--- config.mk ---
export PLATFORM = sky130hd
export DESIGN_NAME = base64url_padded_decoder_unit_flat
export DESIGN_NICKNAME = d
export VERILOG_FILES = /design/src/hw/rtl/b64d_pkg.sv /design/src/hw/rtl/b64d_chan_if.sv /design/src/hw/rtl/b64d_front.sv /design/src/hw/rtl/b64d_queue.sv /design/src/hw/rtl/b64d_back.sv /design/src/hw/rtl/base64url_padded_decoder_unit.sv /design/src/flat_wrapper.sv
export SDC_FILE = /design/constraint.sdc
export NUM_CORES = 1
export LEC_CHECK = 0
export BUFFER_PORTS_ARGS = -buffer_cell sky130_fd_sc_hd__buf_4
export CAP_MARGIN = 10
export CORE_ASPECT_RATIO = 1.75
export CORE_MARGIN = 1.5
export CORE_UTILIZATION = 40
export CTS_CLUSTER_DIAMETER = 40
export DETAILED_ROUTE_END_ITERATION = 10
export GPL_ROUTABILITY_DRIVEN = 0
export PLACE_DENSITY_LB_ADDON = 0.1
export RECOVER_POWER = 50
export SETUP_SLACK_MARGIN = 0.1
export SYNTH_ARGS = -nofsm -noshare
export SYNTH_HDL_FRONTEND = slang
export SYNTH_HIERARCHICAL = 1
export SYNTH_SLANG_ARGS = --single-unit
--- constraint.sdc ---
create_clock -name clk -period 4.4 [get_ports clk]
set_input_delay 0.22 -clock clk [delete_from_list [all_inputs] [get_ports clk]]
set_output_delay 0.22 -clock clk [all_outputs]
set_load 0.02 [all_outputs]
--- src/hw/rtl/b64d_pkg.sv ---
// Package for the padded base64url decoder: item types, status codes,
// alphabet constants and the character-to-sextet map. No dependencies.
package b64d_pkg;

    localparam logic [7:0] CHAR_DASH       = 8'h2D;  // '-'
    localparam logic [7:0] CHAR_UNDERSCORE = 8'h5F;  // '_'
    localparam logic [7:0] CHAR_PAD        = 8'h3D;  // '='
    localparam logic [5:0] SEXTET_DASH       = 6'd62;
    localparam logic [5:0] SEXTET_UNDERSCORE = 6'd63;
    localparam logic [5:0] LOWER_BASE        = 6'd26;
    localparam logic [5:0] DIGIT_BASE        = 6'd52;
    localparam logic [7:0] BYTE_MASK         = 8'hFF;

    typedef enum logic [1:0] {
        ST_OK         = 2'd0,
        ST_BAD_LENGTH = 2'd1,
        ST_BAD_CHAR   = 2'd2
    } status_t;

    typedef struct packed {
        logic [7:0] in_char;
        logic       final_char;
    } in_item_t;

    typedef struct packed {
        logic [7:0] out_byte;
        logic       byte_valid;
        logic [1:0] status;
        logic       end_of_run;
    } out_item_t;

    // One group's worth of work for the back end
    typedef struct packed {
        logic [23:0] triple;
        logic [1:0]  nbytes;
        logic        eor;
        status_t     status;
    } group_cmd_t;

    // Bit 6 set marks a character outside the alphabet
    function automatic logic [6:0] map_sextet(input logic [7:0] c);
        logic [6:0] r;
        r = 7'h40;
        if (c inside {[8'h41:8'h5A]}) begin
            r = {1'b0, 6'(c - 8'h41)};
        end
        else if (c inside {[8'h61:8'h7A]}) begin
            r = {1'b0, 6'(c - 8'h61) + LOWER_BASE};
        end
        else if (c inside {[8'h30:8'h39]}) begin
            r = {1'b0, 6'(c - 8'h30) + DIGIT_BASE};
        end
        else if (c == CHAR_DASH) begin
            r = {1'b0, SEXTET_DASH};
        end
        else if (c == CHAR_UNDERSCORE) begin
            r = {1'b0, SEXTET_UNDERSCORE};
        end
        return r;
    endfunction

endpackage

--- src/hw/rtl/b64d_chan_if.sv ---
// Valid/ready channel interface carrying one payload of type T.
// Depends on nothing; payload types come from b64d_pkg at instantiation.
interface b64d_chan_if #(parameter type T = logic);
    logic valid;
    logic ready;
    T     data;

    modport source (output valid, output data, input ready);
    modport sink   (input valid, input data, output ready);
endinterface

--- src/hw/rtl/b64d_front.sv ---
// Front end: accepts characters, tracks group state, issues group commands.
// Depends on b64d_pkg and b64d_chan_if.
module b64d_front (
    input  logic                 clk,
    input  logic                 rst_n,
    b64d_chan_if.sink            chars,
    input  logic                 queue_full,
    output logic                 push,
    output b64d_pkg::group_cmd_t cmd
);
    import b64d_pkg::*;

    logic [17:0] accum_reg, accum_next;
    logic [1:0]  pos_reg, pos_next;
    logic        third_reg, third_next;
    logic        err_reg, err_next;

    logic [6:0]  mapped;
    logic        valid_ch;
    logic        pad;
    logic [5:0]  sv;
    logic        fin;
    logic        accept;
    logic [1:0]  nbytes;

    assign chars.ready = !queue_full;
    assign accept      = chars.valid && !queue_full;
    assign fin         = chars.data.final_char;
    assign mapped      = map_sextet(chars.data.in_char);
    assign valid_ch    = !mapped[6];
    assign pad         = chars.data.in_char == CHAR_PAD;
    assign sv          = valid_ch ? mapped[5:0] : 6'd0;

    always_comb
    begin
        accum_next = accum_reg;
        pos_next   = pos_reg;
        third_next = third_reg;
        err_next   = err_reg;
        nbytes     = 2'd0;
        if (pos_reg != 2'd3)
        begin
            if (pos_reg == 2'd2 && pad)
            begin
                third_next = 1'b1;
            end
            else
            begin
                if (!valid_ch)
                begin
                    err_next = 1'b1;
                end
                if (pos_reg == 2'd2)
                begin
                    third_next = 1'b0;
                end
            end
            accum_next = {accum_reg[11:0], sv};
            pos_next   = pos_reg + 2'd1;
        end
        else
        begin
            if (fin && third_reg && pad)
            begin
                nbytes = 2'd1;
            end
            else if (fin && !third_reg && pad)
            begin
                nbytes = 2'd2;
            end
            else if (third_reg || !valid_ch)
            begin
                err_next = 1'b1;
            end
            else
            begin
                nbytes = 2'd3;
            end
            if (err_next)
            begin
                nbytes = 2'd0;
            end
            accum_next = '0;
            pos_next   = 2'd0;
            third_next = 1'b0;
        end

        cmd.triple = {accum_reg, sv};
        cmd.nbytes = nbytes;
        cmd.eor    = fin;
        if (pos_reg != 2'd3)
        begin
            cmd.status = ST_BAD_LENGTH;
        end
        else if (err_next)
        begin
            cmd.status = ST_BAD_CHAR;
        end
        else
        begin
            cmd.status = ST_OK;
        end

        // End of string: drop all group state
        if (fin)
        begin
            accum_next = '0;
            pos_next   = 2'd0;
            third_next = 1'b0;
            err_next   = 1'b0;
        end
    end

    assign push = accept && (fin || nbytes != 2'd0);

    always_ff @(posedge clk or negedge rst_n)
    begin
        if (!rst_n)
        begin
            accum_reg <= '0;
            pos_reg   <= '0;
            third_reg <= 1'b0;
            err_reg   <= 1'b0;
        end
        else if (accept)
        begin
            accum_reg <= accum_next;
            pos_reg   <= pos_next;
            third_reg <= third_next;
            err_reg   <= err_next;
        end
    end

endmodule

--- src/hw/rtl/b64d_queue.sv ---
// Short command queue between front and back end.
// Depends on b64d_pkg.
module b64d_queue #(
    parameter int DEPTH = 4
) (
    input  logic                 clk,
    input  logic                 rst_n,
    input  logic                 push,
    input  b64d_pkg::group_cmd_t wr_cmd,
    input  logic                 pop,
    output b64d_pkg::group_cmd_t head,
    output logic                 not_empty,
    output logic                 full
);
    import b64d_pkg::*;

    localparam int PW = (DEPTH > 1) ? $clog2(DEPTH) : 1;
    localparam int CW = $clog2(DEPTH + 1);

    group_cmd_t      mem [DEPTH];
    logic [PW-1:0]   wr_ptr_reg, rd_ptr_reg;
    logic [CW-1:0]   count_reg;
    logic            do_push, do_pop;

    assign not_empty = count_reg != CW'(0);
    assign full      = count_reg == CW'(DEPTH);
    assign do_push   = push && !full;
    assign do_pop    = pop && not_empty;
    assign head      = mem[rd_ptr_reg];

    always_ff @(posedge clk)
    begin
        if (do_push)
        begin
            mem[wr_ptr_reg] <= wr_cmd;
        end
    end

    always_ff @(posedge clk or negedge rst_n)
    begin
        if (!rst_n)
        begin
            wr_ptr_reg <= '0;
            rd_ptr_reg <= '0;
            count_reg  <= '0;
        end
        else
        begin
            if (do_push)
            begin
                wr_ptr_reg <= (wr_ptr_reg == PW'(DEPTH - 1)) ? '0 : wr_ptr_reg + PW'(1);
            end
            if (do_pop)
            begin
                rd_ptr_reg <= (rd_ptr_reg == PW'(DEPTH - 1)) ? '0 : rd_ptr_reg + PW'(1);
            end
            if (do_push && !do_pop)
            begin
                count_reg <= count_reg + CW'(1);
            end
            else if (do_pop && !do_push)
            begin
                count_reg <= count_reg - CW'(1);
            end
        end
    end

endmodule

--- src/hw/rtl/b64d_back.sv ---
// Back end: unpacks group commands into result items, one per cycle while results
// are taken, through an output register. Depends on b64d_pkg and b64d_chan_if.
module b64d_back (
    input  logic                 clk,
    input  logic                 rst_n,
    input  b64d_pkg::group_cmd_t head,
    input  logic                 not_empty,
    output logic                 pop,
    b64d_chan_if.source          results
);
    import b64d_pkg::*;

    logic [1:0] idx_reg, idx_next;
    logic       out_valid_reg, out_valid_next;
    out_item_t  out_reg, out_next;
    logic       load;
    logic       last;
    logic [7:0] sel_byte;

    assign load = !out_valid_reg || results.ready;

    always_comb
    begin
        case (idx_reg)
            2'd0:    sel_byte = head.triple[23:16];
            2'd1:    sel_byte = head.triple[15:8];
            default: sel_byte = head.triple[7:0];
        endcase
    end

    always_comb
    begin
        idx_next       = idx_reg;
        out_valid_next = out_valid_reg;
        out_next       = out_reg;
        pop            = 1'b0;
        last           = (head.nbytes == 2'd0) || (idx_reg == head.nbytes - 2'd1);
        if (load)
        begin
            out_valid_next = not_empty;
            if (not_empty)
            begin
                if (head.nbytes == 2'd0)
                begin
                    out_next.out_byte   = 8'd0;
                    out_next.byte_valid = 1'b0;
                end
                else
                begin
                    out_next.out_byte   = sel_byte & BYTE_MASK;
                    out_next.byte_valid = 1'b1;
                end
                out_next.end_of_run = last && head.eor;
                out_next.status     = (last && head.eor) ? head.status : ST_OK;
                if (last)
                begin
                    pop      = 1'b1;
                    idx_next = 2'd0;
                end
                else
                begin
                    idx_next = idx_reg + 2'd1;
                end
            end
        end
    end

    assign results.valid = out_valid_reg;
    assign results.data  = out_reg;

    always_ff @(posedge clk or negedge rst_n)
    begin
        if (!rst_n)
        begin
            idx_reg       <= '0;
            out_valid_reg <= 1'b0;
        end
        else
        begin
            idx_reg       <= idx_next;
            out_valid_reg <= out_valid_next;
        end
    end

    always_ff @(posedge clk)
    begin
        out_reg <= out_next;
    end

endmodule

--- src/hw/rtl/base64url_padded_decoder_unit.sv ---
// Top level of the padded base64url decoder.
// Depends on b64d_pkg, b64d_chan_if, b64d_front, b64d_queue and b64d_back.

// The decoder takes one character request per clock on chars and gives
// decoded bytes on results, one per clock, through a registered output.
// Characters use the URL-safe alphabet with '=' padding; final_char marks
// the last character of a string. The front end classifies each character
// in the cycle it is accepted and, on a fourth character that yields bytes
// or on the final character, hands a group command to a small queue
// (QUEUE_DEPTH entries). The back end turns each command into up to three
// result items, so a full group of four characters yields three and the
// input keeps its one-character-per-clock rate while results are taken.
// chars.ready falls only when the queue is full, i.e. when results are held
// back for long enough. The last result of a string carries end_of_run and
// the status: ok, bad length (overriding everything else) or invalid
// character. A string whose final group yields no bytes ends with a single
// result with byte_valid low. Once an invalid character is seen, drop all
// further bytes of that string.
module base64url_padded_decoder_unit #(
    parameter int QUEUE_DEPTH = 4
) (
    input  logic         clk,
    input  logic         rst_n,
    b64d_chan_if.sink    chars,
    b64d_chan_if.source  results
);
    import b64d_pkg::*;

    group_cmd_t push_cmd;
    group_cmd_t head_cmd;
    logic       push;
    logic       pop;
    logic       not_empty;
    logic       full;

    // Classify characters and track group state
    b64d_front u_front (
        .clk        (clk),
        .rst_n      (rst_n),
        .chars      (chars),
        .queue_full (full),
        .push       (push),
        .cmd        (push_cmd)
    );

    // Hold pending group commands so each side can stall on its own
    b64d_queue #(
        .DEPTH (QUEUE_DEPTH)
    ) u_queue (
        .clk       (clk),
        .rst_n     (rst_n),
        .push      (push),
        .wr_cmd    (push_cmd),
        .pop       (pop),
        .head      (head_cmd),
        .not_empty (not_empty),
        .full      (full)
    );

    // Advance through the bytes of the head command
    b64d_back u_back (
        .clk       (clk),
        .rst_n     (rst_n),
        .head      (head_cmd),
        .not_empty (not_empty),
        .pop       (pop),
        .results   (results)
    );

endmodule

--- src/flat_wrapper.sv ---
// flat-port wrapper written by rule: the top's interface ports become plain ports
module base64url_padded_decoder_unit_flat import b64d_pkg::*;
#(
    parameter int QUEUE_DEPTH = 4
)
  (clk, rst_n, chars_valid, chars_data, chars_ready, results_valid, results_data, results_ready);
  b64d_chan_if #(.T(in_item_t)) chars_i ();
  b64d_chan_if #(.T(out_item_t)) results_i ();
  input  logic clk;
  input  logic rst_n;
  input wire logic [$bits(chars_i.valid)-1:0] chars_valid;
  input wire logic [$bits(chars_i.data)-1:0] chars_data;
  output wire logic [$bits(chars_i.ready)-1:0] chars_ready;
  output wire logic [$bits(results_i.valid)-1:0] results_valid;
  output wire logic [$bits(results_i.data)-1:0] results_data;
  input wire logic [$bits(results_i.ready)-1:0] results_ready;
  assign chars_i.valid = chars_valid;
  assign chars_i.data = chars_data;
  assign chars_ready = chars_i.ready;
  assign results_valid = results_i.valid;
  assign results_data = results_i.data;
  assign results_i.ready = results_ready;
  base64url_padded_decoder_unit #(.QUEUE_DEPTH(QUEUE_DEPTH)) u_core (.clk(clk), .rst_n(rst_n), .chars(chars_i), .results(results_i));
endmodule
==> results list, run 1 <==
* Total routed wirelength: 13.9 mm
- Area of the die: about 18000 µm²
- Fill cells in the final layout number about 1500.
- Average wire length per cell after detail routing: 19.6 µm
- Sequential fraction of the synthesis area: about two thirds
* Top-Level Pins: 27
- In the routed layout, each cell is associated on average with a via count of approximately 5.4.
- The worst setup path is launched from an input pin.
- DRC: 0
* Antenna violations before repair: 0
* CTS-repair resized insts: 0
* Max Fanout on Critical Path: 11
- Number of port buffers: 26
- The run finished, with violations left.
- Global routing used 16.8% of the available tracks.
- The floorplan step defined a core boundary enclosing between 15000 and 20000 µm².
- Leaving out fill and tap cells, the most frequent cell in the layout is sky130_fd_sc_hd__edfxtp_1.
- Post CTS Setup Buffer Count: 0
- Setup repair after global routing missed its margin: no
- The tool flagged a number of max-cap violations equal to 1.
- Transition time of the tightest slew-check pin: 2.13 ns
- Global-route wire length before repair: ~22 mm
- Counting along the longest clock path gives a buffer depth of 2.
- The final count of pins violating max slew came to 33.
* Average size of a mapped cell: between 15 and 20 µm²
* Nets in the synthesized netlist: roughly 460
- For this run the aggregate overflow at the end of global routing stands at 0.
- In this run the clock root is driven by a sky130_fd_sc_hd__clkbuf_16.
- The worst path needs 3.41 ns of the cycle, external delays included.
- The tree built by TritonCTS fans out to between 150 and 200 sinks.
* Leading cell types in the layout, fill and taps excluded: sky130_fd_sc_hd__edfxtp_1 (128), sky130_fd_sc_hd__dfrtp_1 (32), sky130_fd_sc_hd__nand2_1 (31)
* Switching pwr: between 0.0015 and 0.002 W
- Based on the critical path, the design can be clocked at up to just under 300 MHz.
- The detail route stage leaves a number of antenna-violating nets equal to 0.
- Fraction of final layout cells sized beyond drive strength 1: between 10% and 20%
- Across the routed clock network, the largest skew measured is approximately 0.016 ns.
- Max_slew headroom: -41.9%
* Post-synth ARST share: approximately a fifth
- For this configuration, the core starts out at a cell density of roughly 41%.
* Number of flip-flops in the largest register: 116
* Share of total power consumed by net switching: between 30% and 40%
- Cell type with the largest total area after synthesis: sky130_fd_sc_hd__edfxtp_1
- After technology mapping, the gate count stands at 430.
* Fraction of the cycle the final worst path needs: between 70% and 80%
- The floorplan step set the die width to around 100 µm.
* Synth Register Bits: 160
* Endpoint with the worst hold slack: u_core/u_front/err_reg
- The worst setup path is captured at a flop.
- The via count of the first global-routing pass came to 4064.
- Detailed-route via count: between 3000 and 4000
- Sequential cells burn 42.7% of the power.
* Startpoint of the lowest-slack hold path: chars_valid
- Final hold analysis gives a worst-case slack of 0.159 ns.
- Count of cell types in the netlist: a little over 60
* Internal portion of total power: 0.00330 W
- For the worst-skew pair, the clock arrives at the later sink with an insertion delay of ~0.42 ns.
- Total Nets Final: 500
- Clk pwr share: a little under 30%
* Diodes inserted: 0
- Router iterations before antenna repair: 4
- After clock tree synthesis, the flow added hold-fix buffers numbering 1.
- After floorplanning, the core was divided into 63 placement rows.
* Violations in the final reports: capacitance limit, slew limit
- For this design the ratio of total power to cell area is 612 nW/µm².
* Critical setup path kind: in2reg
* Overall power consumption: 0.00484 W
- Summed over all nets, the half-perimeter wirelength after detailed placement is around 8.9 mm.
- TritonCTS clock tree: yes
* Clk slew on worst S/H paths: roughly 0.07 ns
- VDD sags by at most around 0.34 mV.
* EDFF count, synth: approximately 130
* Mapped cell area: approximately 7000 µm²
- Compared with the post-synthesis result, the final layout area differs by 13.2%.
- Number of cells on the worst hold path: 4
- Pin count of the biggest net entering global routing: 33
- In this run the biggest area consumer among cell types represents between 50% and 60% of the synthesized area.
- CP Data Arrival Time: roughly 3.8 ns
- By area the synthesized netlist is led by sky130_fd_sc_hd__edfxtp_1 (55%), sky130_fd_sc_hd__dfrtp_1 (11%), sky130_fd_sc_hd__mux4_2 (9.4%).
* Count of final hold-check violations: 0
* Reg-to-Reg Start: u_core/u_queue/rd_ptr_reg[0]
* Worst reg2reg endpoint: u_core/u_queue/count_reg[1]
- Comb pwr share: 27.9%
* Required arrival time at the worst endpoint: between 4 and 5 ns
* Number of clock buffers inserted by TritonCTS: 17
- Iteration-0 DRC count of the detailed router: between 200 and 250
* R2r setup slk: approximately 1.0 ns
- FF-to-FF path depth: 11
- In this run the static leakage power is between 2 and 3 nW.
- Hold Path Class: in2reg
- Setup violation total in the final timing report: 0
* Depth of the CTS H-tree: 4
- Most instantiated flip-flop cell in the synthesis netlist: sky130_fd_sc_hd__edfxtp_1
- Die height: around 180 µm
- During synthesis, Yosys emitted a total of 6 warnings.
* Sum of negative setup slack: 0 ns
==> synth_stat cells (4+ instances only) <==
| cell | number |
|---|---|
| sky130_fd_sc_hd__a22o_1 | 12 |
| sky130_fd_sc_hd__nand2_1 | 31 |
| sky130_fd_sc_hd__nor2_1 | 14 |
| sky130_fd_sc_hd__and2_1 | 6 |
| sky130_fd_sc_hd__clkbuf_1 | 4 |
| sky130_fd_sc_hd__a32o_1 | 4 |
| sky130_fd_sc_hd__a21oi_1 | 15 |
| sky130_fd_sc_hd__inv_1 | 19 |
| sky130_fd_sc_hd__xnor2_1 | 4 |
| sky130_fd_sc_hd__edfxtp_1 | 128 |
| sky130_fd_sc_hd__nand3_1 | 11 |
| sky130_fd_sc_hd__ha_1 | 20 |
| sky130_fd_sc_hd__buf_2 | 4 |
| sky130_fd_sc_hd__mux4_2 | 29 |
| sky130_fd_sc_hd__a22oi_1 | 9 |
| sky130_fd_sc_hd__buf_6 | 6 |
| sky130_fd_sc_hd__o21ai_0 | 9 |
| sky130_fd_sc_hd__nand2b_1 | 4 |
| sky130_fd_sc_hd__dfrtp_1 | 32 |
| sky130_fd_sc_hd__and3_1 | 4 |
| sky130_fd_sc_hd__mux2_2 | 5 |
==> metrics by stage <==
stage                     worst slack, ns  util, %  std cells  cell area, µm²
final                               0.986     46.4        706            7900
after global routing                0.631     46.4        706            7900
after CTS                            1.14     46.9        706            7980
after detailed placement            0.929     43.5        673            7400
after global placement               1.02     43.5        673            7400
after floorplan                      1.14        -        430            6980
==> worst max-delay path: stages <==
cell	delay [ns]
sky130_fd_sc_hd__clkbuf_1	0.40
sky130_fd_sc_hd__inv_1	0.17
sky130_fd_sc_hd__ha_1	0.29
sky130_fd_sc_hd__a21o_1	0.19
sky130_fd_sc_hd__o311ai_0	0.15
sky130_fd_sc_hd__nand4_1	0.39
sky130_fd_sc_hd__nand3_1	0.35
sky130_fd_sc_hd__a21oi_1	0.11
sky130_fd_sc_hd__nor2_1	0.14
sky130_fd_sc_hd__nor2b_2	0.28
sky130_fd_sc_hd__ha_1	0.22
sky130_fd_sc_hd__inv_1	0.06
sky130_fd_sc_hd__fa_1	0.37
sky130_fd_sc_hd__xor2_1	0.15
sky130_fd_sc_hd__nor2_1	0.12
sky130_fd_sc_hd__xor2_1	0.15
==> final cells by class <==
cell class / instances / area, µm² / share of cell area, %
Inverter: 19 / 71.3 / 0.903
Clock inverter: 15 / 148 / 1.87
Timing Repair Buffer: 34 / 194 / 2.45
Clock buffer: 17 / 425 / 5.38
Multi-Input combinational cell: 234 / 2130 / 27.0
Tap cell: 227 / 284 / 3.59
Sequential cell: 160 / 4640 / 58.8
==> worst max path at each step <==
stage / endpoint / cells past startpoint / slack [ns] / start
2_1_floorplan: u_core/u_queue/mem[3][0] / 11 / 1.14 / chars_data[3]
3_3_place_gp: u_core/u_queue/count_reg[1] / 14 / 1.02 / chars_data[3]
3_5_place_dp: u_core/u_queue/count_reg[2] / 16 / 0.93 / chars_data[3]
4_1_cts: u_core/u_queue/count_reg[1] / 11 / 1.14 / u_core/u_queue/rd_ptr_reg[0]
5_1_grt: u_core/u_queue/count_reg[2] / 16 / 0.63 / chars_data[3]
6_report: u_core/u_queue/count_reg[2] / 16 / 0.99 / chars_data[3]
==> per-layer routing <==
layer	share of wire, %	vias up	GRT usage [%]
li1	-	1748	-
met1	42	1956	20.2
met2	55	65	29.7
met3	1.9	15	3.03
met4	1.8	0	6.42
met5	0	-	0
==> cells by family (layout without fill, tap and decap cells) <==
logic type	Yosys count	after routing	synth area share (%)
flops	160	160	66.5
simple gates	93	93	7.31
compound gates	77	77	7.96
mux	37	37	10.7
buf+inv	36	85	2.81
fa+ha+maj	21	21	3.87
xor+xnor	6	6	0.753
==> power groups by stage <==
stage / Combinational, W / Sequential (W) / Clock (W)
after floorplan: 0.000996 / 0.00213 / 0
after global placement: 0.00142 / 0.00210 / 0
after detailed placement: 0.00143 / 0.00211 / 0
after CTS: 0.00144 / 0.00208 / 0.00145
after global routing: 0.00150 / 0.00210 / 0.00151
final: 0.00135 / 0.00206 / 0.00142
(Power assumes the default switching activity.)
==> inputs of run 2 (changes only) <==
==> constraint.sdc (replaced) <==
create_clock -name clk -period 3.2 [get_ports clk]
set_input_delay 0.16 -clock clk [delete_from_list [all_inputs] [get_ports clk]]
set_output_delay 0.16 -clock clk [all_outputs]
set_load 0.02 [all_outputs]
==> run 2 against run 1 <==
  * The run still ends with capacitance limit, slew limit left
  * Routed wire length increased by 2.1%
  * Utilization increased by 1.0 points
  * Hold slack got worse by 0.048 ns
  * Non-clock buffer count increased by 12
  * Power increased by 44%
  * Sequential share of layout area decreased by 1.3 points
  * Clock power increased by 49%
  * Clock skew decreased by 0.0066 ns
  * Final cell count increased by 1.6%
  * Critical path type is now reg2reg
  * Largest cell class unchanged
  * Highest routed layer unchanged
==> results list, run 2 (same netlist as run 1, synthesis figures left out) <==
* Run status: complete, but fails checks
- The final reports fail on capacitance limit, slew limit.
- TritonCTS clock tree: yes
- Number of flip-flops in the largest register: ~120
* Total Nets Final: ~510
* CTS-repair resized insts: 0
- Critical path depth in cells: 11
- Final worst path period need: between 2 and 3 ns
- Detailed-route via count: a little under 4000
- The worst setup path is launched from a flop.
- Measured against its own limit, the worst slew margin works out to -35.7%.
* Total buffers and inverters traversed by the critical path: 2
- Using the TritonRoute via totals, the vias-per-cell ratio works out to between 5 and 6.
* Diodes inserted: 0
* Setup violation total in the final timing report: 0
- Number of nets still failing antenna checks after routing: 0
* Pin count of the biggest net entering global routing: 33
* Worst-skew pair later-pin latency: 0.41 ns
- Nature of the critical path endpoint: flop
* Total routed wirelength: 14.2 mm
* Clk slew on worst S/H paths: 0.06 ns
- Antenna violations before repair: 0
- Layout-stage area growth over the synthesis result: 15.8%
- Required arrival time at the worst endpoint: roughly 3.5 ns
- After floorplanning, the core was divided into 63 placement rows.
* Fraction of the cycle the final worst path needs: around 93%
- Final design instance area without fill: 8080 µm²
- 27 I/O pins were placed.
- Max frequency: 335 MHz
- Vias in the first global route: about 4000
- For this design the static power due to leakage is roughly 3 nW.
* Sum of negative setup slack: 0 ns
* Fraction of final layout cells sized beyond drive strength 1: around a fifth
- CP Data Arrival Time: 3.28 ns
- Global-route wire length before repair: 22.7 mm
- Dpl cell area: ~7500 µm²
* Critical setup path kind: reg2reg
* Minimum hold slack: 0.111 ns
- In this run the power density over the cells is 860 nW/µm².
* CP top delay family: adder cells
- Max VDD drop: about 0.47 mV
- Storage element area: around 4600 µm²
- Depth of the CTS H-tree: 4
- The die is a little over 100 µm wide.
- Setup repair after global routing left no endpoint under its margin.
- Max-cap violations: 1
- The final hold violation count came to 0.
- Combined area of the multi-input logic cells: between 2000 and 2500 µm²
* Master cell of the clock root buffer: sky130_fd_sc_hd__clkbuf_16
- HPWL reported at the end of detailed placement: ~9.0 mm
- In this design, the stage delay of the slowest critical-path cell is roughly 0.55 ns.
- Transition time of the tightest slew-check pin: slightly above 2 ns
- Dividing the detail-routed wire length by the instance count gives ~20 µm.
* Hold Path Class: in2reg
- Max Fanout on Critical Path: 4
- Remaining global-route overflow: 0
* Worst-case clock buffer depth: 2
- In the routed design, unresolved DRC markers number 0.
- FF-to-FF path depth: 11
* Clock sink total: 160
* Filler Cell Count: roughly 1500
- Critical Path, Cell by Cell: mux4_2 > inv_1 > ha_1 > xnor2_1 > o21ai_2 > nor2b_2 > nand2_4 > ha_1 > inv_1 > fa_1 > mux2_2
- Slowest-stage cell, CP: sky130_fd_sc_hd__mux4_2
- Number of max-slew violations in the final report: 33
* Iteration-0 DRC count of the detailed router: 213
* Commonest non-fill, non-tap cell in the layout: sky130_fd_sc_hd__edfxtp_1
- The die covers roughly 18000 µm².
- Die height: around 180 µm
* Leading cell types in the layout, fill and taps excluded: sky130_fd_sc_hd__edfxtp_1 (128), sky130_fd_sc_hd__dfrtp_1 (32), sky130_fd_sc_hd__nand2_1 (31)
* Worst clock skew: roughly 0.0099 ns
* Router iterations before antenna repair: 5
* Effective utilization at floorplan: slightly above 40%
- Number of clock buffers inserted by TritonCTS: 17
- The core region is ~17000 µm².
* Number of cells on the worst hold path: 4
- In this run the tool buffered the top-level ports with 26 buffer cells.
- Total routing usage reported by global routing: between 10% and 20%
## run 2: changes by cell type in the layout (fill, tap and decap cells not counted), moves of 2 or more
| cell | previous run | this run |
|---|---|---|
| sky130_fd_sc_hd__inv_6 | 7 | 0 |
| sky130_fd_sc_hd__buf_12 | 0 | 4 |
| sky130_fd_sc_hd__inv_8 | 3 | 0 |
| sky130_fd_sc_hd__clkbuf_1 | 17 | 20 |
| sky130_fd_sc_hd__bufinv_16 | 1 | 4 |
| sky130_fd_sc_hd__clkbuf_8 | 0 | 2 |
| sky130_fd_sc_hd__clkinv_2 | 3 | 1 |
| sky130_fd_sc_hd__buf_4 | 16 | 24 |
| sky130_fd_sc_hd__clkinv_4 | 0 | 2 |
## run 2: final timing paths
| path | startpoint | end | slack (ns) |
|---|---|---|---|
| max | u_core/u_queue/rd_ptr_reg[0] | u_core/u_queue/count_reg[1] | 0.22 |
| min | chars_valid | u_core/u_front/err_reg | 0.11 |
| max reg2reg | u_core/u_queue/rd_ptr_reg[0] | u_core/u_queue/count_reg[1] | 0.22 |
| min reg2reg | u_core/u_queue/count_reg[2] | u_core/u_queue/count_reg[2] | 0.48 |
| max in group asynchronous | rst_n | u_core/u_front/accum_reg[6] | 1.16 |
| min in group asynchronous | rst_n | u_core/u_back/results.valid | 0.86 |
## run 2: final cells by class
| type | instances | share of cell area (%) |
|---|---|---|
| inverter | 19 | 0.883 |
| sequential | 160 | 57.5 |
| clock buffer | 22 | 5.75 |
| multi-input combinational | 234 | 26.3 |
| timing repair buffer | 46 | 4.14 |
| tap | 227 | 3.52 |
| clock inverter | 9 | 1.95 |
## run 2: report_power, final
part / total [W] / internal [W] / leakage, nW / switching, W
clock: 0.00211 / 0.00135 / 0.296 / 0.000769
sequential: 0.00280 / 0.00265 / 1.64 / 0.000145
combinational: 0.00204 / 0.000902 / 1.01 / 0.00113
## run 2: metrics by stage
step	total power, W	utilization [%]	std cells	setup slack (ns)
6_report	0.00695	47.4	717	0.219
3_5_place_dp	0.00493	44.0	680	0.181
5_1_grt	0.00732	47.4	717	0.0510
2_1_floorplan	0.00430	-	430	0.133
3_3_place_gp	0.00490	44.0	680	0.233
4_1_cts	0.00706	47.8	712	0.162
## run 2: worst register-to-register path: cells and delay by family (launching register included)
family / cells / cell delay [ns]
fa+ha+maj: 3 / 0.85
simple gates: 2 / 0.28
xor+xnor: 1 / 0.14
buf+inv: 2 / 0.15
compound gates: 1 / 0.18
mux: 2 / 0.82
flops: 1 / 0.44
## run 2: layer usage
| layer | vias up | GRT usage [%] | wire (µm) |
|---|---|---|---|
| li1 | 1774 | - | - |
| met1 | 2013 | 20.4 | 5790 |
| met2 | 81 | 30.8 | 7800 |
| met3 | 11 | 2.48 | 413 |
| met4 | 0 | 6.25 | 151 |
| met5 | - | 0 | 0 |
## run 2: what timing repair did
| action | 4_1_cts | 5_1_grt |
|---|---|---|
| endpoints found under the hold margin | 32 | 0 |
| hold buffers | 1 | 0 |
| endpoints found under the setup margin | 0 | 2 |
| setup buffers | 0 | 5 |
==> inputs of run 3 (changes only) <==
--- a/config.mk
+++ b/config.mk
@@ -5,6 +5,7 @@
 export SDC_FILE = /design/constraint.sdc
 export NUM_CORES = 1
 export LEC_CHECK = 0
+export ABC_AREA = 1
 export BUFFER_PORTS_ARGS = -buffer_cell sky130_fd_sc_hd__buf_4
 export CAP_MARGIN = 10
 export CORE_ASPECT_RATIO = 1.75
@@ -13,7 +14,7 @@
 export CTS_CLUSTER_DIAMETER = 40
 export DETAILED_ROUTE_END_ITERATION = 10
 export GPL_ROUTABILITY_DRIVEN = 0
-export PLACE_DENSITY_LB_ADDON = 0.1
+export PLACE_DENSITY = 0.64
 export RECOVER_POWER = 50
 export SETUP_SLACK_MARGIN = 0.1
 export SYNTH_ARGS = -nofsm -noshare
==> run 3 against run 2 <==
  * The run still ends with capacitance limit, slew limit left
  * Clock skew grew 0.0037 ns
  * Critical endpoint unchanged
  * Clock power shrank 9%
  * Utilization shrank 1.4 points
  * Final area is 6.3% higher
==> results list, run 3 <==
* TritonCTS clock tree: yes
* Required arrival time at the worst endpoint: 3.49 ns
- In the layout the commonest cells are sky130_fd_sc_hd__nand2_1 (182), sky130_fd_sc_hd__edfxtp_1 (128), sky130_fd_sc_hd__inv_1 (121).
* Row cnt: 66
- Setup repair after global routing missed its margin: no
- Transition time of the tightest slew-check pin: just over 2 ns
* Average wire length per cell after detail routing: roughly 15 µm
* Total routed wirelength: about 15 mm
* Layout-stage area growth over the synthesis result: 12.7%
- When the netlist entered floorplanning its net count stood at 744.
- Most repeated cell in the gate-level netlist after synthesis: sky130_fd_sc_hd__nand2_1
- Pin count of the biggest net entering global routing: 92
* Number of port buffers: 26
* Worst-skew pair later-pin latency: about 0.42 ns
- The critical path is of the reg2reg type.
- Total Nets Final: between 700 and 800
- Static power due to leakage: ~3.6 nW
- Number of max-slew violations in the final report: 33
* Clk slew on worst S/H paths: ~0.060 ns
- Final worst path period need: 2.91 ns
- For this design the top-level I/O count stands at 27.
- Synthesis handed over a netlist of just over 700 instances.
- Using the TritonRoute via totals, the vias-per-cell ratio works out to roughly 5.0.
* Count of cell types in the netlist: 38
- Diodes inserted: 0
- The floorplan step defined a die boundary enclosing ~20000 µm².
- EDFF count, synth: roughly 130
* Worst-case clock buffer depth: 2
- Router iterations before antenna repair: 4
- Max-cap violations: 1
* Synth top area cells: sky130_fd_sc_hd__edfxtp_1 (50%), sky130_fd_sc_hd__dfrtp_1 (11%), sky130_fd_sc_hd__nand2_1 (8.9%)
* Combined area of the multi-input logic cells: between 2000 and 2500 µm²
- Global-route wire length before repair: 24.8 mm
* Detailed-route via count: approximately 4900
- Post-synth ARST share: between 20% and 30%
- Summing every instance area after synthesis gives between 7000 and 8000 µm².
- The average instance in the mapped netlist occupies between 10 and 15 µm².
- In the final layout, flip-flops and latches occupy 4650 µm².
- Summing the areas of all and, or, nand and nor instances in the mapped netlist gives about 14% of the synthesized area.
- In this run the worst hold path is classified as in2reg.
- Among all stages on the critical path, the largest delay is contributed by sky130_fd_sc_hd__dfrtp_4.
* CP Data Arrival Time: ~3.2 ns
* Master cell of the clock root buffer: sky130_fd_sc_hd__clkbuf_16
- Die boundary width: 107 µm
- Fin util: about 46%
- STA classifies the critical path startpoint as a flop.
- CTS saw 160 sinks.
- The register with the most flip-flops in the layout has 116 of them.
* DRC: 0
* Final design instance area without fill: between 8000 and 9000 µm²
* Iteration-0 DRC count of the detailed router: between 200 and 250
- Die height: 186 µm
- Dividing the final minimum period by the clock period gives about nine tenths.
- Setup violation total in the final timing report: 0
* Cell type with the largest total area after synthesis: sky130_fd_sc_hd__edfxtp_1
* Count of final hold-check violations: 0
- Remaining global-route overflow: 0
- In this run, CTS created clock tree buffers numbering 17.
- Counting the fill cells in the layout gives 1800.
- Synthesis inferred 160 register bits.
- Cell repeated most along the worst path: sky130_fd_sc_hd__nand2_1
* Commonest non-fill, non-tap cell in the layout: sky130_fd_sc_hd__nand2_1
- Effective utilization at floorplan: 40.8%
- Critical Path, Cell by Cell: nand2_1 > o211ai_1 > nand2_1 > inv_1 > ha_1 > inv_1 > nand2_1 > nand2_1 > nand2_2 > a21oi_2 > nand2_1 > ha_1 > inv_1 > fa_1 > nand2_1 > o21ai_0
- Pwr per Cell Area: about 850 nW/µm²
- Number of nets still failing antenna checks after routing: 0
- Count of synthesis-stage warnings from yosys: 6
- Sequential fraction of the synthesis area: 61.0%
* Max_slew headroom: -34.8%
- Fraction of final layout cells sized beyond drive strength 1: between 10% and 20%
* Dpl cell area: 8060 µm²
* Total routing usage reported by global routing: between 10% and 20%
- STA classifies the critical path endpoint as a flop.
- The H-tree was split into 4 levels.
- Antenna violations before repair: 0
* Synthesized-area fraction occupied by xor and xnor cells: less than 1%
* Delay of the slowest critical-path stage: 0.60 ns
* Most instantiated flip-flop cell in the synthesis netlist: sky130_fd_sc_hd__edfxtp_1
- The run finished, with violations left.
* Floorplan Core Area: roughly 19000 µm²
* HPWL reported at the end of detailed placement: 10.2 mm
- Max VDD drop: around 0.52 mV
- Vias in the first global route: around 4800
- The commonest cells after synthesis are sky130_fd_sc_hd__nand2_1 (181), sky130_fd_sc_hd__edfxtp_1 (128), sky130_fd_sc_hd__inv_1 (120).
- Worst clock skew: 0.0135 ns
- Fraction of synthesized area in multiplexers: 0%
- Summing the areas of all fa, ha and maj instances in the mapped netlist gives about 3.5% of the synthesized area.
* Max frequency: about 340 MHz
- The synthesized netlist devotes 11.0% of its cell area to compound gates.
- Largest family of logic cells by synthesized area: simple AND/OR/NAND/NOR gates
* Area fraction of the dominant cell type after synthesis: approximately half
- Max Fanout on Critical Path: 29
- The final reports fail on capacitance limit, slew limit.
- For the final routed database, the setup TNS stands at 0 ns.
## run 3: cell types whose count changed after synthesis, moves of 12 or more
cell                       delta
sky130_fd_sc_hd__o211ai_1    +42
sky130_fd_sc_hd__a22o_1      -12
sky130_fd_sc_hd__inv_1      +101
sky130_fd_sc_hd__nor2_1      +13
sky130_fd_sc_hd__mux4_2      -29
sky130_fd_sc_hd__o211ai_2    +19
sky130_fd_sc_hd__nand2_1    +150
## run 3: path summary, 6_finish.rpt
kind / start / to / slack, ns / depth (start not counted)
setup / recovery: u_core/u_queue/rd_ptr_reg[0] / u_core/u_queue/count_reg[1] / 0.29 / 16
hold / removal: results_ready / u_core/u_back/results.valid / 0.03 / 4
setup reg to reg: u_core/u_queue/rd_ptr_reg[0] / u_core/u_queue/count_reg[1] / 0.29 / 16
hold reg to reg: u_core/u_front/accum_reg[7] / u_core/u_queue/mem[3][18] / 0.51 / 0
max in group asynchronous: rst_n / u_core/u_queue/rd_ptr_reg[0] / 0.91 / 2
min in group asynchronous: rst_n / u_core/u_front/accum_reg[2] / 0.85 / 2
## run 3: what timing repair did
| item | in CTS | in global routing |
|---|---|---|
| hold endpoints to repair | 36 | 0 |
| hold buffers | 2 | 0 |
| setup buffers | 0 | 0 |
| gates resized for setup | 0 | 2 |
| endpoints found under the setup margin | 0 | 2 |
## run 3: report_power, final
part           internal (W)  total [W]  leakage (nW)  switching, W
clock network       0.00115    0.00193         0.268      0.000780
logic              0.000767    0.00240          1.71       0.00163
registers           0.00275    0.00298          1.60      0.000231
total               0.00466    0.00731          3.58       0.00264
## run 3: layout make-up
cell class / instances / share of cell area [%]
clock buffer: 19 / 5.04
clock inverter: 13 / 1.62
inverter: 127 / 5.61
multi-input combinational: 393 / 26.7
sequential: 160 / 54.1
tap: 238 / 3.47
timing repair buffer: 43 / 3.47
## run 3: logic make-up (layout without fill, tap and decap cells)
family | count (synthesis) | after routing
AOI/OAI and AO/OA | 109 | 109
adders and majority gates | 21 | 21
xor gates and xnor gates | 8 | 8
and+or+nand+nor | 255 | 255
DFF | 160 | 160
buffers and inverters | 157 | 202
## run 3: stage by stage
step | total power [W] | std cells | worst slack, ns | hold slack (ns)
6_report | 0.00731 | 993 | 0.291 | 0.0280
5_1_grt | 0.00777 | 993 | 0.0909 | 0.0380
4_1_cts | 0.00745 | 993 | 0.192 | 0.00240
3_5_place_dp | 0.00550 | 959 | 0.203 | 0.145
3_3_place_gp | 0.00547 | 959 | 0.304 | 0.152
2_1_floorplan | 0.00481 | 710 | -0.0703 | -0.136
## run 3: critical path: cells and delay by family (launching register included)
kind	cells	cell delay [ns]
AO/OA/AOI/OAI	3	0.41
adder cells (fa/ha/maj)	3	0.91
AND/OR/NAND/NOR	7	0.65
flip-flops	1	0.60
buffers and inverters	3	0.20
## run 3: per-layer routing
| metal | global-route usage [%] | wire length, µm | up-vias | share of wire [%] |
|---|---|---|---|---|
| met5 | 0 | 0 | - | 0 |
| li1 | - | - | 2441 | - |
| met3 | 3.33 | 550 | 15 | 3.6 |
| met2 | 32.0 | 8540 | 117 | 56 |
| met4 | 6.35 | 266 | 0 | 1.7 |
| met1 | 17.6 | 6010 | 2373 | 39 |
